==> src/rtl/bsc_pkg.sv <==
// shared constants for the bitmap set/clear/find-next block
package bsc_pkg;

  localparam int MODE_W     = 4;
  localparam int IDX_W      = 11;
  localparam int FIDX_W     = 10;
  localparam int WORD_W     = 64;
  localparam int WORD_SH    = 6;

  localparam int BIT_CAPACITY_DEF = 1024;

  localparam logic [MODE_W-1:0] MODE_GET        = 4'd0;
  localparam logic [MODE_W-1:0] MODE_SET        = 4'd1;
  localparam logic [MODE_W-1:0] MODE_CLEAR      = 4'd2;
  localparam logic [MODE_W-1:0] MODE_FLIP       = 4'd3;
  localparam logic [MODE_W-1:0] MODE_TEST_SET   = 4'd4;
  localparam logic [MODE_W-1:0] MODE_TEST_CLEAR = 4'd5;
  localparam logic [MODE_W-1:0] MODE_NEXT_SET   = 4'd6;
  localparam logic [MODE_W-1:0] MODE_NEXT_CLEAR = 4'd7;
  localparam logic [MODE_W-1:0] MODE_CLEAR_ALL  = 4'd8;

endpackage

==> src/rtl/bsc_in_if.sv <==
// request channel: operation and bit index
interface bsc_in_if;
  import bsc_pkg::*;

  logic              valid;
  logic              ready;
  logic [MODE_W-1:0] mode;
  logic [IDX_W-1:0]  bit_index;

  modport source (output valid, output mode, output bit_index, input ready);
  modport sink   (input valid, input mode, input bit_index, output ready);
endinterface

==> src/rtl/bsc_out_if.sv <==
// result channel: old bit, find result and map status
interface bsc_out_if;
  import bsc_pkg::*;

  logic              valid;
  logic              ready;
  logic              old_bit;
  logic              found;
  logic [FIDX_W-1:0] found_index;
  logic              out_of_range;
  logic              map_empty;

  modport source (output valid, output old_bit, output found, output found_index,
                  output out_of_range, output map_empty, input ready);
  modport sink   (input valid, input old_bit, input found, input found_index,
                  input out_of_range, input map_empty, output ready);
endinterface

==> src/rtl/bitmap_set_clear_find_next_top.sv <==
// Bitmap of BIT_CAPACITY bits held in a 64-bit-wide single-port-read memory, one
// request at a time. Get, set, clear, flip and the test variants go from acceptance
// to a valid result through one memory read, one read-modify-write and a load of
// the result register, which waits while the last result is still held unread.
// Find-next operations read one word per cycle starting at the word holding
// bit_index and stop at the first match or the last word. Clear all writes zero to
// every word, one per cycle; the same clearing pass runs after reset, during which
// no request is taken. A new request may be accepted while the last result still
// waits in the output register.
module bitmap_set_clear_find_next_top #(
  parameter int BIT_CAPACITY = bsc_pkg::BIT_CAPACITY_DEF
) (
  input logic      clk,
  input logic      rst_n,
  bsc_in_if.sink   in_ch,
  bsc_out_if.source out_ch
);
  import bsc_pkg::*;

  localparam int NUM_WORDS = (BIT_CAPACITY + WORD_W - 1) / WORD_W;
  localparam int WORD_AW   = (NUM_WORDS > 1) ? $clog2(NUM_WORDS) : 1;
  localparam int CNT_W     = $clog2(BIT_CAPACITY + 1);
  localparam int LAST_BITS = BIT_CAPACITY - (NUM_WORDS - 1) * WORD_W;
  localparam logic [WORD_AW-1:0] LAST_W = WORD_AW'(NUM_WORDS - 1);
  localparam logic [WORD_W-1:0] LAST_MASK =
    (LAST_BITS == WORD_W) ? {WORD_W{1'b1}} : ((WORD_W'(1) << LAST_BITS) - WORD_W'(1));

  typedef enum logic [2:0] {
    S_CLEAR, S_IDLE, S_EXEC, S_SCAN, S_DONE
  } state_t;

  state_t              state_r;
  logic [WORD_AW-1:0]  clr_addr_r;
  logic                clr_reply_r;
  logic [MODE_W-1:0]   mode_r;
  logic [IDX_W-1:0]    idx_r;
  logic [WORD_AW-1:0]  cur_w_r;
  logic [CNT_W-1:0]    cnt_r;
  logic [WORD_W-1:0]   rd_data_r;

  logic                res_old_r;
  logic                res_found_r;
  logic [FIDX_W-1:0]   res_fidx_r;
  logic                res_oor_r;

  logic                out_valid_r;
  logic                out_old_r;
  logic                out_found_r;
  logic [FIDX_W-1:0]   out_fidx_r;
  logic                out_oor_r;
  logic                out_empty_r;

  logic [WORD_W-1:0]   mem [NUM_WORDS];

  logic                in_acc;
  logic                in_oor;
  logic [31:0]         in_word32;
  logic [WORD_AW-1:0]  rd_addr;
  logic                wr_en;
  logic [WORD_AW-1:0]  wr_addr;
  logic [WORD_W-1:0]   wr_data;
  logic [WORD_W-1:0]   bit_mask;
  logic [WORD_W-1:0]   new_word;
  logic                old_bit;
  logic                is_find;
  logic                is_modify;
  logic                want;
  logic [WORD_W-1:0]   cand;
  logic                hit;
  logic [WORD_SH-1:0]  hit_pos;
  logic [31:0]         hit_full;
  logic [CNT_W-1:0]    cnt_nxt;
  logic                out_free;

  // lowest set bit of a word
  function automatic logic [WORD_SH:0] first_one(input logic [WORD_W-1:0] v);
    logic [WORD_SH:0] r;
    r = '0;
    for (int i = WORD_W - 1; i >= 0; i--) begin
      if (v[i]) begin
        r = {1'b1, WORD_SH'(i)};
      end
    end
    return r;
  endfunction

  assign in_ch.ready = (state_r == S_IDLE);
  assign in_acc      = in_ch.valid && in_ch.ready;
  assign in_oor      = (32'(in_ch.bit_index) >= 32'(BIT_CAPACITY));
  assign in_word32   = 32'(in_ch.bit_index) >> WORD_SH;

  assign rd_addr  = (state_r == S_IDLE) ? in_word32[WORD_AW-1:0]
                                        : WORD_AW'(cur_w_r + 1'b1);

  assign bit_mask  = WORD_W'(1) << idx_r[WORD_SH-1:0];
  assign old_bit   = rd_data_r[idx_r[WORD_SH-1:0]];
  assign is_find   = (mode_r == MODE_NEXT_SET) || (mode_r == MODE_NEXT_CLEAR);
  assign is_modify = (mode_r == MODE_SET) || (mode_r == MODE_CLEAR) ||
                     (mode_r == MODE_FLIP) || (mode_r == MODE_TEST_SET) ||
                     (mode_r == MODE_TEST_CLEAR);
  assign want      = (mode_r == MODE_NEXT_SET);

  always_comb begin
    case (mode_r)
      MODE_SET, MODE_TEST_SET:     new_word = rd_data_r | bit_mask;
      MODE_CLEAR, MODE_TEST_CLEAR: new_word = rd_data_r & ~bit_mask;
      MODE_FLIP:                   new_word = rd_data_r ^ bit_mask;
      default:                     new_word = rd_data_r;
    endcase
  end

  // population count tracks emptiness without scanning
  always_comb begin
    cnt_nxt = cnt_r;
    case (mode_r)
      MODE_SET, MODE_TEST_SET: begin
        if (!old_bit) cnt_nxt = cnt_r + 1'b1;
      end
      MODE_CLEAR, MODE_TEST_CLEAR: begin
        if (old_bit) cnt_nxt = cnt_r - 1'b1;
      end
      MODE_FLIP: begin
        cnt_nxt = old_bit ? (cnt_r - 1'b1) : (cnt_r + 1'b1);
      end
      default: cnt_nxt = cnt_r;
    endcase
  end

  // candidates: matching bits at or after the start, inside capacity
  always_comb begin
    cand = rd_data_r ^ {WORD_W{~want}};
    if (state_r == S_EXEC) begin
      cand = cand & ({WORD_W{1'b1}} << idx_r[WORD_SH-1:0]);
    end
    if (cur_w_r == LAST_W) begin
      cand = cand & LAST_MASK;
    end
  end

  assign {hit, hit_pos} = first_one(cand);
  assign hit_full       = (32'(cur_w_r) << WORD_SH) | 32'(hit_pos);

  assign wr_en   = (state_r == S_CLEAR) || ((state_r == S_EXEC) && is_modify);
  assign wr_addr = (state_r == S_CLEAR) ? clr_addr_r : cur_w_r;
  assign wr_data = (state_r == S_CLEAR) ? '0 : new_word;

  always_ff @(posedge clk) begin
    if (wr_en) begin
      mem[wr_addr] <= wr_data;
    end
    rd_data_r <= mem[rd_addr];
  end

  assign out_free = !out_valid_r || out_ch.ready;

  always_ff @(posedge clk) begin
    if (!rst_n) begin
      state_r     <= S_CLEAR;
      clr_addr_r  <= '0;
      clr_reply_r <= 1'b0;
      cnt_r       <= '0;
      out_valid_r <= 1'b0;
    end else begin
      // a result leaving while the next one is loaded is handled in S_DONE
      if (out_valid_r && out_ch.ready && (state_r != S_DONE)) begin
        out_valid_r <= 1'b0;
      end
      case (state_r)
        S_CLEAR: begin
          if (clr_addr_r == LAST_W) begin
            clr_addr_r <= '0;
            state_r    <= clr_reply_r ? S_DONE : S_IDLE;
          end else begin
            clr_addr_r <= WORD_AW'(clr_addr_r + 1'b1);
          end
        end
        S_IDLE: begin
          if (in_acc) begin
            mode_r      <= in_ch.mode;
            idx_r       <= in_ch.bit_index;
            cur_w_r     <= in_word32[WORD_AW-1:0];
            res_old_r   <= 1'b0;
            res_found_r <= 1'b0;
            res_fidx_r  <= '0;
            res_oor_r   <= (in_ch.mode <= MODE_NEXT_CLEAR) && in_oor;
            if (in_ch.mode == MODE_CLEAR_ALL) begin
              cnt_r       <= '0;
              clr_reply_r <= 1'b1;
              state_r     <= S_CLEAR;
            end else if (in_ch.mode > MODE_NEXT_CLEAR) begin
              state_r <= S_DONE;
            end else if (in_oor) begin
              state_r <= S_DONE;
            end else begin
              state_r <= S_EXEC;
            end
          end
        end
        S_EXEC, S_SCAN: begin
          if (state_r == S_EXEC) begin
            res_old_r <= old_bit;
            cnt_r     <= cnt_nxt;
          end
          if (!is_find) begin
            state_r <= S_DONE;
          end else if (hit) begin
            res_found_r <= 1'b1;
            res_fidx_r  <= hit_full[FIDX_W-1:0];
            state_r     <= S_DONE;
          end else if (cur_w_r == LAST_W) begin
            state_r <= S_DONE;
          end else begin
            // next word read is already under way
            cur_w_r <= WORD_AW'(cur_w_r + 1'b1);
            state_r <= S_SCAN;
          end
        end
        S_DONE: begin
          if (out_free) begin
            out_valid_r <= 1'b1;
            out_old_r   <= res_old_r;
            out_found_r <= res_found_r;
            out_fidx_r  <= res_fidx_r;
            out_oor_r   <= res_oor_r;
            out_empty_r <= (cnt_r == '0);
            clr_reply_r <= 1'b0;
            state_r     <= S_IDLE;
          end
        end
        default: state_r <= S_IDLE;
      endcase
    end
  end

  assign out_ch.valid        = out_valid_r;
  assign out_ch.old_bit      = out_old_r;
  assign out_ch.found        = out_found_r;
  assign out_ch.found_index  = out_fidx_r;
  assign out_ch.out_of_range = out_oor_r;
  assign out_ch.map_empty    = out_empty_r;

  a_cnt_bound: assert property (@(posedge clk) disable iff (!rst_n)
    32'(cnt_r) <= 32'(BIT_CAPACITY))
    else $error("set-bit count beyond capacity");

  a_accept_busy: assert property (@(posedge clk) disable iff (!rst_n)
    in_acc |=> (state_r != S_IDLE))
    else $error("request accepted without leaving idle");

  a_oor_quiet: assert property (@(posedge clk) disable iff (!rst_n)
    (out_valid_r && out_oor_r) |-> (!out_old_r && !out_found_r))
    else $error("out-of-range result carries bit data");

  a_fidx_zero: assert property (@(posedge clk) disable iff (!rst_n)
    (out_valid_r && !out_found_r) |-> (out_fidx_r == '0))
    else $error("found_index non-zero without a find hit");

  a_no_write_scan: assert property (@(posedge clk) disable iff (!rst_n)
    (state_r == S_SCAN) |-> !wr_en)
    else $error("memory write during a find scan");

endmodule
==> src/flat_wrapper.sv <==
// flat-port wrapper written by rule: the top's interface ports become plain ports
module bitmap_set_clear_find_next_top_flat import bsc_pkg::*;
#(
  parameter int BIT_CAPACITY = bsc_pkg::BIT_CAPACITY_DEF
)
  (clk, rst_n, in_ch_valid, in_ch_mode, in_ch_bit_index, in_ch_ready, out_ch_valid, out_ch_old_bit, out_ch_found, out_ch_found_index, out_ch_out_of_range, out_ch_map_empty, out_ch_ready);
  bsc_in_if in_ch_i ();
  bsc_out_if out_ch_i ();
  input logic clk;
  input logic rst_n;
  input wire logic [$bits(in_ch_i.valid)-1:0] in_ch_valid;
  input wire logic [$bits(in_ch_i.mode)-1:0] in_ch_mode;
  input wire logic [$bits(in_ch_i.bit_index)-1:0] in_ch_bit_index;
  output wire logic [$bits(in_ch_i.ready)-1:0] in_ch_ready;
  output wire logic [$bits(out_ch_i.valid)-1:0] out_ch_valid;
  output wire logic [$bits(out_ch_i.old_bit)-1:0] out_ch_old_bit;
  output wire logic [$bits(out_ch_i.found)-1:0] out_ch_found;
  output wire logic [$bits(out_ch_i.found_index)-1:0] out_ch_found_index;
  output wire logic [$bits(out_ch_i.out_of_range)-1:0] out_ch_out_of_range;
  output wire logic [$bits(out_ch_i.map_empty)-1:0] out_ch_map_empty;
  input wire logic [$bits(out_ch_i.ready)-1:0] out_ch_ready;
  assign in_ch_i.valid = in_ch_valid;
  assign in_ch_i.mode = in_ch_mode;
  assign in_ch_i.bit_index = in_ch_bit_index;
  assign in_ch_ready = in_ch_i.ready;
  assign out_ch_valid = out_ch_i.valid;
  assign out_ch_old_bit = out_ch_i.old_bit;
  assign out_ch_found = out_ch_i.found;
  assign out_ch_found_index = out_ch_i.found_index;
  assign out_ch_out_of_range = out_ch_i.out_of_range;
  assign out_ch_map_empty = out_ch_i.map_empty;
  assign out_ch_i.ready = out_ch_ready;
  bitmap_set_clear_find_next_top #(.BIT_CAPACITY(BIT_CAPACITY)) u_core (.clk(clk), .rst_n(rst_n), .in_ch(in_ch_i), .out_ch(out_ch_i));
endmodule
==> config.mk <==
export PLATFORM = sky130hd
export DESIGN_NAME = bitmap_set_clear_find_next_top_flat
export DESIGN_NICKNAME = d
export VERILOG_FILES = /design/src/rtl/bsc_pkg.sv /design/src/rtl/bsc_in_if.sv /design/src/rtl/bsc_out_if.sv /design/src/rtl/bitmap_set_clear_find_next_top.sv /design/src/flat_wrapper.sv
export SDC_FILE = /design/constraint.sdc
export NUM_CORES = 2
export LEC_CHECK = 0
export ABC_AREA = 1
export CAP_MARGIN = 10
export CORE_UTILIZATION = 58
export DETAILED_ROUTE_END_ITERATION = 7
export DONT_BUFFER_PORTS = 1
export MAX_ROUTING_LAYER = met4
export PLACE_DENSITY = 0.76
export SETUP_SLACK_MARGIN = 0.05
export SYNTH_ARGS = -nofsm -noshare
export SYNTH_HDL_FRONTEND = slang
export SYNTH_SLANG_ARGS = --single-unit
==> constraint.sdc <==
create_clock -name clk -period 4.3 [get_ports clk]
set_input_delay 0.645 -clock clk [delete_from_list [all_inputs] [get_ports clk]]
set_output_delay 0.645 -clock clk [all_outputs]
set_load 0.1 [all_outputs]
# --- Word-level counts from Yosys, hierarchy flattened ---
# Memory sizes are Yosys's and may differ from the RTL's. A register that Yosys moved wholly into a read port is not among the register bits.
# Index checks and enable logic that the tools add are counted.
op_classes:
  n_eq_ne: 27
  shifts: 2
  n_addsub: 4
  order_cmp: 4
  n_mux: 115
  n_reduce_logical: 28
  bitwise: 8
op_table:
  columns: ["cell", "count"]
  rows:
  - ["$mux 7", 64]
  - ["$pmux 64 s3", 1]
  - ["$and 64x64->64", 2]
  - ["$mux 64", 2]
  - ["$xor 64x64->64", 2]
  - ["$mux 11", 6]
  - ["$not 64->64", 1]
  - ["$or 64x64->64", 1]
  - ["$shl 1x6->64 const A", 1]
  - ["$shl 64x6->64 const A", 1]
  - ["$pmux 11 s3", 1]
  - ["$mux 10", 3]
  - ["$mux 3", 10]
  - ["$mux 4", 7]
  - ["$pmux 11 s2", 1]
  - ["$pmux 10 s2", 1]
  - ["$eq 4x3->1 const B", 4]
  - ["$mux 1", 13]
  - ["$eq 4x4->1 const B", 3]
  - ["$pmux 3 s4", 1]
  - ["$add 11x1->11 const B", 1]
  - ["$ge 11x11->1 const B", 1]
  - ["$logic_not 11->1", 1]
  - ["$sub 11x1->11 const B", 1]
  - ["30 further kinds", 59]
word_totals:
  mem_count: 1
  word_cells: 206
  output_inout_bits: 16
  ram_bits: 1024
  regBits: 61
memory_table:
  columns: ["memory", "words", "word_bits", "rd", "rd_ports_with_merged_regs", "wr", "line_no", "source"]
  rows:
  - ["u_core.mem", 16, 64, 1, 1, 1, "bitmap_set_clear_find_next_top.sv:53", "logic [WORD_W-1:0] mem [NUM_WORDS];"]

# --- Longest topological paths before layout ---
logic_depth:
  ltp_word: 73
  mapped_depth: 45
  mapped_depth_nobuf: 44

# --- Least setup slack after synthesis ---
# Ideal clock, no wire load.
synth_path:
  path_kind: "register -> register"
  startpoint: "register u_core.mode_r[3]"
  endpoint: "memory u_core.mem[0][0] (enable)"
  n_path_buf: 0
  setup_ns: 0.487
  t_arrival_ns: 4.187
  synth_period_minus_slack_ns: 4.674
  path_slack_ns: -0.374
  required_ns: 3.813
  path_stages_with_launch: 10
  path_cell_list: "edfxtp_1 nor2_4 inv_1 nor3_1 a21oi_1 nand2_1 inv_1 o21ai_0 nand3_1 nor2_1"
synth_via:
  elab_chain_cells: 9
  elab_cells_between_ends: 13
synth_rtl:
  columns: ["element", "line_no", "source"]
  rows:
  - ["start, declared", "bitmap_set_clear_find_next_top.sv:35", "logic [MODE_W-1:0] mode_r;"]
  - ["start signal, assigned", "bitmap_set_clear_find_next_top.sv:179", "mode_r <= in_ch.mode;"]
  - ["$eq 4x1->1 / $eq 4x2->1 (equally long branches)", "bitmap_set_clear_find_next_top.sv:98", "assign is_modify = (mode_r == MODE_SET) || (mode_r == MODE_CLEAR) ||"]
  - ["$logic_or 1x1->1 (2 in a row)", "bitmap_set_clear_find_next_top.sv:98", null]
  - ["$logic_or 1x1->1", "bitmap_set_clear_find_next_top.sv:99", "(mode_r == MODE_FLIP) || (mode_r == MODE_TEST_SET) ||"]
  - ["$logic_or 1x1->1 *", "bitmap_set_clear_find_next_top.sv:99", null]
  - ["$logic_and 1x1->1 *", "bitmap_set_clear_find_next_top.sv:143", "assign wr_en = (state_r == S_CLEAR) || ((state_r == S_EXEC) && is_modify);"]
  - ["$logic_or 1x1->1 *", "bitmap_set_clear_find_next_top.sv:143", null]
  - ["$mux 1 *", "bitmap_set_clear_find_next_top.sv:148", "if (wr_en) begin"]
  - ["$mux 1 (not written as such) *", "bitmap_set_clear_find_next_top.sv:149", "mem[wr_addr] <= wr_data;"]
  - ["end, declared", "bitmap_set_clear_find_next_top.sv:53", null]
# Mark *: on every way between the ends. The rest lies on a longest branch, timed or not.

# --- Worst setup path after layout ---
layout_path:
  startpoint: "register u_core.state_r[2]"
  endpoint: "register u_core.cur_w_r[0] (enable)"
layout_via:
  elab_chain_cells: 68
  elab_cells_between_ends: 76
layout_rtl:
  columns: ["element", "line_no", "source"]
  rows:
  - ["start, declared", "bitmap_set_clear_find_next_top.sv:32", "state_t state_r;"]
  - ["start signal, assigned", "bitmap_set_clear_find_next_top.sv:172", "state_r <= clr_reply_r ? S_DONE : S_IDLE;"]
  - ["$eq 3x2->1", "bitmap_set_clear_find_next_top.sv:132, bitmap_set_clear_find_next_top.sv:168", null]
  - ["$mux 64", "bitmap_set_clear_find_next_top.sv:132", "if (state_r == S_EXEC) begin"]
  - ["$mux 7 (64 in a row)", "bitmap_set_clear_find_next_top.sv:80", "if (v[i]) begin"]
  - ["$ne 2x2->1 (no line)", null, null]
  - ["$reduce_and 6->1 (no line) *", null, null]
  - ["end signal, assigned", "bitmap_set_clear_find_next_top.sv:181", "cur_w_r <= in_word32[WORD_AW-1:0];"]
  - ["end signal, assigned", "bitmap_set_clear_find_next_top.sv:214", "cur_w_r <= WORD_AW'(cur_w_r + 1'b1);"]
  - ["end, declared", "bitmap_set_clear_find_next_top.sv:37", "logic [WORD_AW-1:0] cur_w_r;"]
# Marked as above.
# A chain may end at the register's enable or synchronous reset.

==> results.md <==
- Status: finished, final reports clean
- Critical Path Start Type: flip-flop
- GP Congestion: 1.038
- Max clock buf depth: 3
- Number of cell rows: 107
- Final setup fails: 0
- Fraction of layout cells with a size suffix above 1: 8.891%
- Post-synthesis cell type count: 53
- Placed wire-length estimate: 79060 um
- Max-slew violations: 0
- CP Capture Type: flip-flop
- CP delay by family, top: simple AND/OR/NAND/NOR gates
- Post-CTS sizing: 0
- Final min period: 3.809 ns
- CP Max Fanout: 7
- Most frequent cells in the layout: edfxtp_1 (1065), nor2_1 (655), o21ai_0 (604), nand2_1 (365), inv_1 (209)
- Die outline width: 296.3 um
- Met3 Wirelength: 14790 um
- P_leak: 17.97 nW
- Clock sink total: 1149
- Ys flop type: edfxtp_1
- Final Total Pwr: 22.12 mW
- Placed Cells: 5303
- Pint: 17.73 mW
- Antenna Nets Post-Route: 0
- Met2 routed WL: 64170 um
- Core ar.: 0.08555 mm2
- CTS buffer count: 109
- Skew-Pair Late Insertion Delay: 0.70 ns
- Pin count of the biggest net entering global routing: 189
- Comb pwr share: 1.4%
- Initial antenna violation count: 3
- Top sig layer: met4
- Most Frequent Cell on Critical Path: inv_1
- # fillers: 6236
- Overall routed net length: 140900 um
- Pre-antenna DRT Iters: 6
- Post-place instance area: 0.05228 mm2
- Post-synth EDFFs: 1065
- Die Y: 296.3 um
- Top cell type by total area after synthesis: edfxtp_1
- # DRC: 0
- Max-slew headroom: 26.68%
- Met1 wire length: 57090 um
- Sequential group share of total power: 55.7%
- Sw frac: 19.83%
- Design area: 0.05583 mm2
- Commonest non-fill, non-tap cell in the layout: edfxtp_1
- Period utilisation layout: 88.58%
- Area Growth Syn to Fin: 11.11%
- Crit path cell chain: inv_2, nand2_2, nor2_4, clkinv_1, nor2_2, buf_4, inv_1, o21ai_0, nor2_1, nor3_1, nand4_1, nor4_1, nand2_1, inv_1, nand3_1, a21oi_1
- FF+latch count, synth: 1149
- Final Util: 65.26%
- First-pass GRT wire length: 209700 um
- Mapped Cells: 4275
- Hold Vio Cnt, Final: 0
- H-tree depth: 3
- Vias in the first global route: 34.08k
- Sequential share of the synthesized area: 66.99%
- Top post-synthesis cells by area: edfxtp_1 (64%), o21ai_0 (6.0%), nor2_1 (5.0%)
- Cell chosen for the clock root: clkbuf_16
- Syn nets: 4427
- FMAX: 262.5 MHz
- Post-synth top area share: 63.64%
- Worst Hold Class: in2reg
- Critical path's largest stage delay: 0.41 ns
- Wire per inst: 25.56 um
- NetSw: 4.386 mW
- Clk slew on worst S/H paths: 0.07 ns
- Pwr/cell area: 396.1 mW/mm2
- Hold-fix buffers at CTS: 0
- Clock share of power: 42.9%
- Slowest CP cell: nor3_1
- Final cell count without fillers: 5512
- Die area: 0.08782 mm2
- Yosys Warn Count: 0
- Total grt overflow: 0
- Starting DRT DRC Count: 4445
- Worst Tran Pin Value: 1.100 ns
- Synthesized area: 0.05025 mm2
- Worst vdd ir: 351.2 uV
- CP Class: reg2reg
- I/O pin count: 35
- Global Route Usage Sum: 32.97%
- Worst Path Required: 4.66 ns
- Syn Area/Cell: 11.75 um2
- Port Buffers: 0
- CTS tree: built
- Max Cap Violations: 0
- CP arrival: 4.17 ns
- Postcts setup bufs: 0
- Initial Utilization: 58.74%
- Buf/Inv on CP: 5
- Clock skew: 0.02321 ns
- RSZ-0062 raised after global routing: false
- Asr flop ratio synth: 0%
- Via total after detailed routing: 35.91k
- Post-layout net count: 4422
- Vias per cell: 6.514
==> registers in the layout (all words and copies together) (netlist names) <==
name / count
u_core.out_ch.out_of_range: 1
u_core.state_r: 3
u_core.cur_w_r: 4
u_core.res_found_r: 1
u_core.res_oor_r: 1
u_core.res_old_r: 1
u_core.mode_r: 4
u_core.mem: 1024
u_core.out_ch.found_index: 10
u_core.clr_addr_r: 4
u_core.rd_data_r: 64
u_core.out_ch.valid: 1
u_core.out_ch.found: 1
u_core.res_fidx_r: 10
u_core.out_ch.map_empty: 1
u_core.clr_reply_r: 1
u_core.idx_r: 6
u_core.out_ch.old_bit: 1
u_core.cnt_r: 11
==> final timing paths <==
path	cells past startpoint	start	slack (ns)	to
worst min register to register	0	u_core.res_fidx_r[9]	0.42	u_core.out_ch.found_index[9]
worst max-delay path	16	u_core.state_r[2]	0.49	u_core.cur_w_r[0]
worst min-delay path	0	in_ch_bit_index[5]	0.05	u_core.idx_r[5]
worst max register to register	16	u_core.state_r[2]	0.49	u_core.cur_w_r[0]
==> per-stage QoR <==
stage               setup TNS (ns)  setup WS [ns]  hold slack (ns)
floorplan                  -382.63        -0.3737           0.4003
global placement                 0         0.5642           0.4042
detailed placement               0         0.5789           0.4054
CTS                              0         0.5771          0.02532
global route                     0         0.1286          0.04169
finish                           0         0.4911          0.04969
==> layout make-up <==
cell class	instances	area, um2	share of cell area, %
Sequential cell	1149	33660	60.29
Multi-Input combinational cell	2610	14800	26.52
Clock buffer	150	2984	5.345
Timing Repair Buffer	172	1504	2.694
Tap cell	1144	1431	2.564
Inverter	228	877.1	1.571
Clock inverter	55	559.3	1.002
Antenna cell	4	10.01	0.01793
==> power groups by stage <==
stage | clock network (mW) | logic [mW] | registers, mW
after CTS | 9.55 | 0.299 | 12.3
final | 9.49 | 0.303 | 12.3
after global placement | 0 | 0.294 | 12.6
after floorplan | 0 | 0.151 | 12.6
after global routing | 9.95 | 0.319 | 12.3
after detailed placement | 0 | 0.298 | 12.6
==> synth_stat cells, types with 3 or more instances <==
cell / number
a221oi_1: 39
a31oi_1: 7
buf_4: 3
dfxtp_1: 84
nand4_1: 18
buf_6: 5
buf_1: 15
nand3_1: 112
nand3b_1: 3
o22ai_1: 95
a21oi_1: 58
a211oi_1: 47
nor4_1: 7
o211ai_1: 101
inv_2: 11
inv_1: 211
o21ai_0: 605
a22oi_1: 4
nand2_1: 366
nor2_1: 672
ha_1: 133
edfxtp_1: 1065
o2111ai_1: 31
nand2_2: 7
o221ai_1: 190
nor3_1: 23
clkbuf_1: 256
nor2_4: 5
o21ai_1: 11
buf_2: 9
o21ai_2: 3
xor2_1: 46
clkinv_1: 5
==> routing by layer <==
metal  vias to the layer above  track usage, %
met4                         0           12.40
met1                     17630           46.02
met5                         -               -
met3                       301           4.984
met2                      2182           49.28
li1                      15790               -
==> worst reg2reg max path, delay by kind of cell (launching register included) <==
family	cells	cell delay, ns
simple gates	9	1.88
buf+inv	5	0.69
compound gates	2	0.51
flops	1	0.38
==> cell families after synthesis <==
kind of cell               Yosys count  share of synthesized area [%]
AOI/OAI and AO/OA                 1207                          15.10
xor gates and xnor gates            48                         0.8366
adders and majority gates          133                          3.312
buffers and inverters              516                          3.979
DFF                               1149                          66.99
and+or+nand+nor                   1222                          9.783
Note: power is estimated with default switching activity, not from simulation.
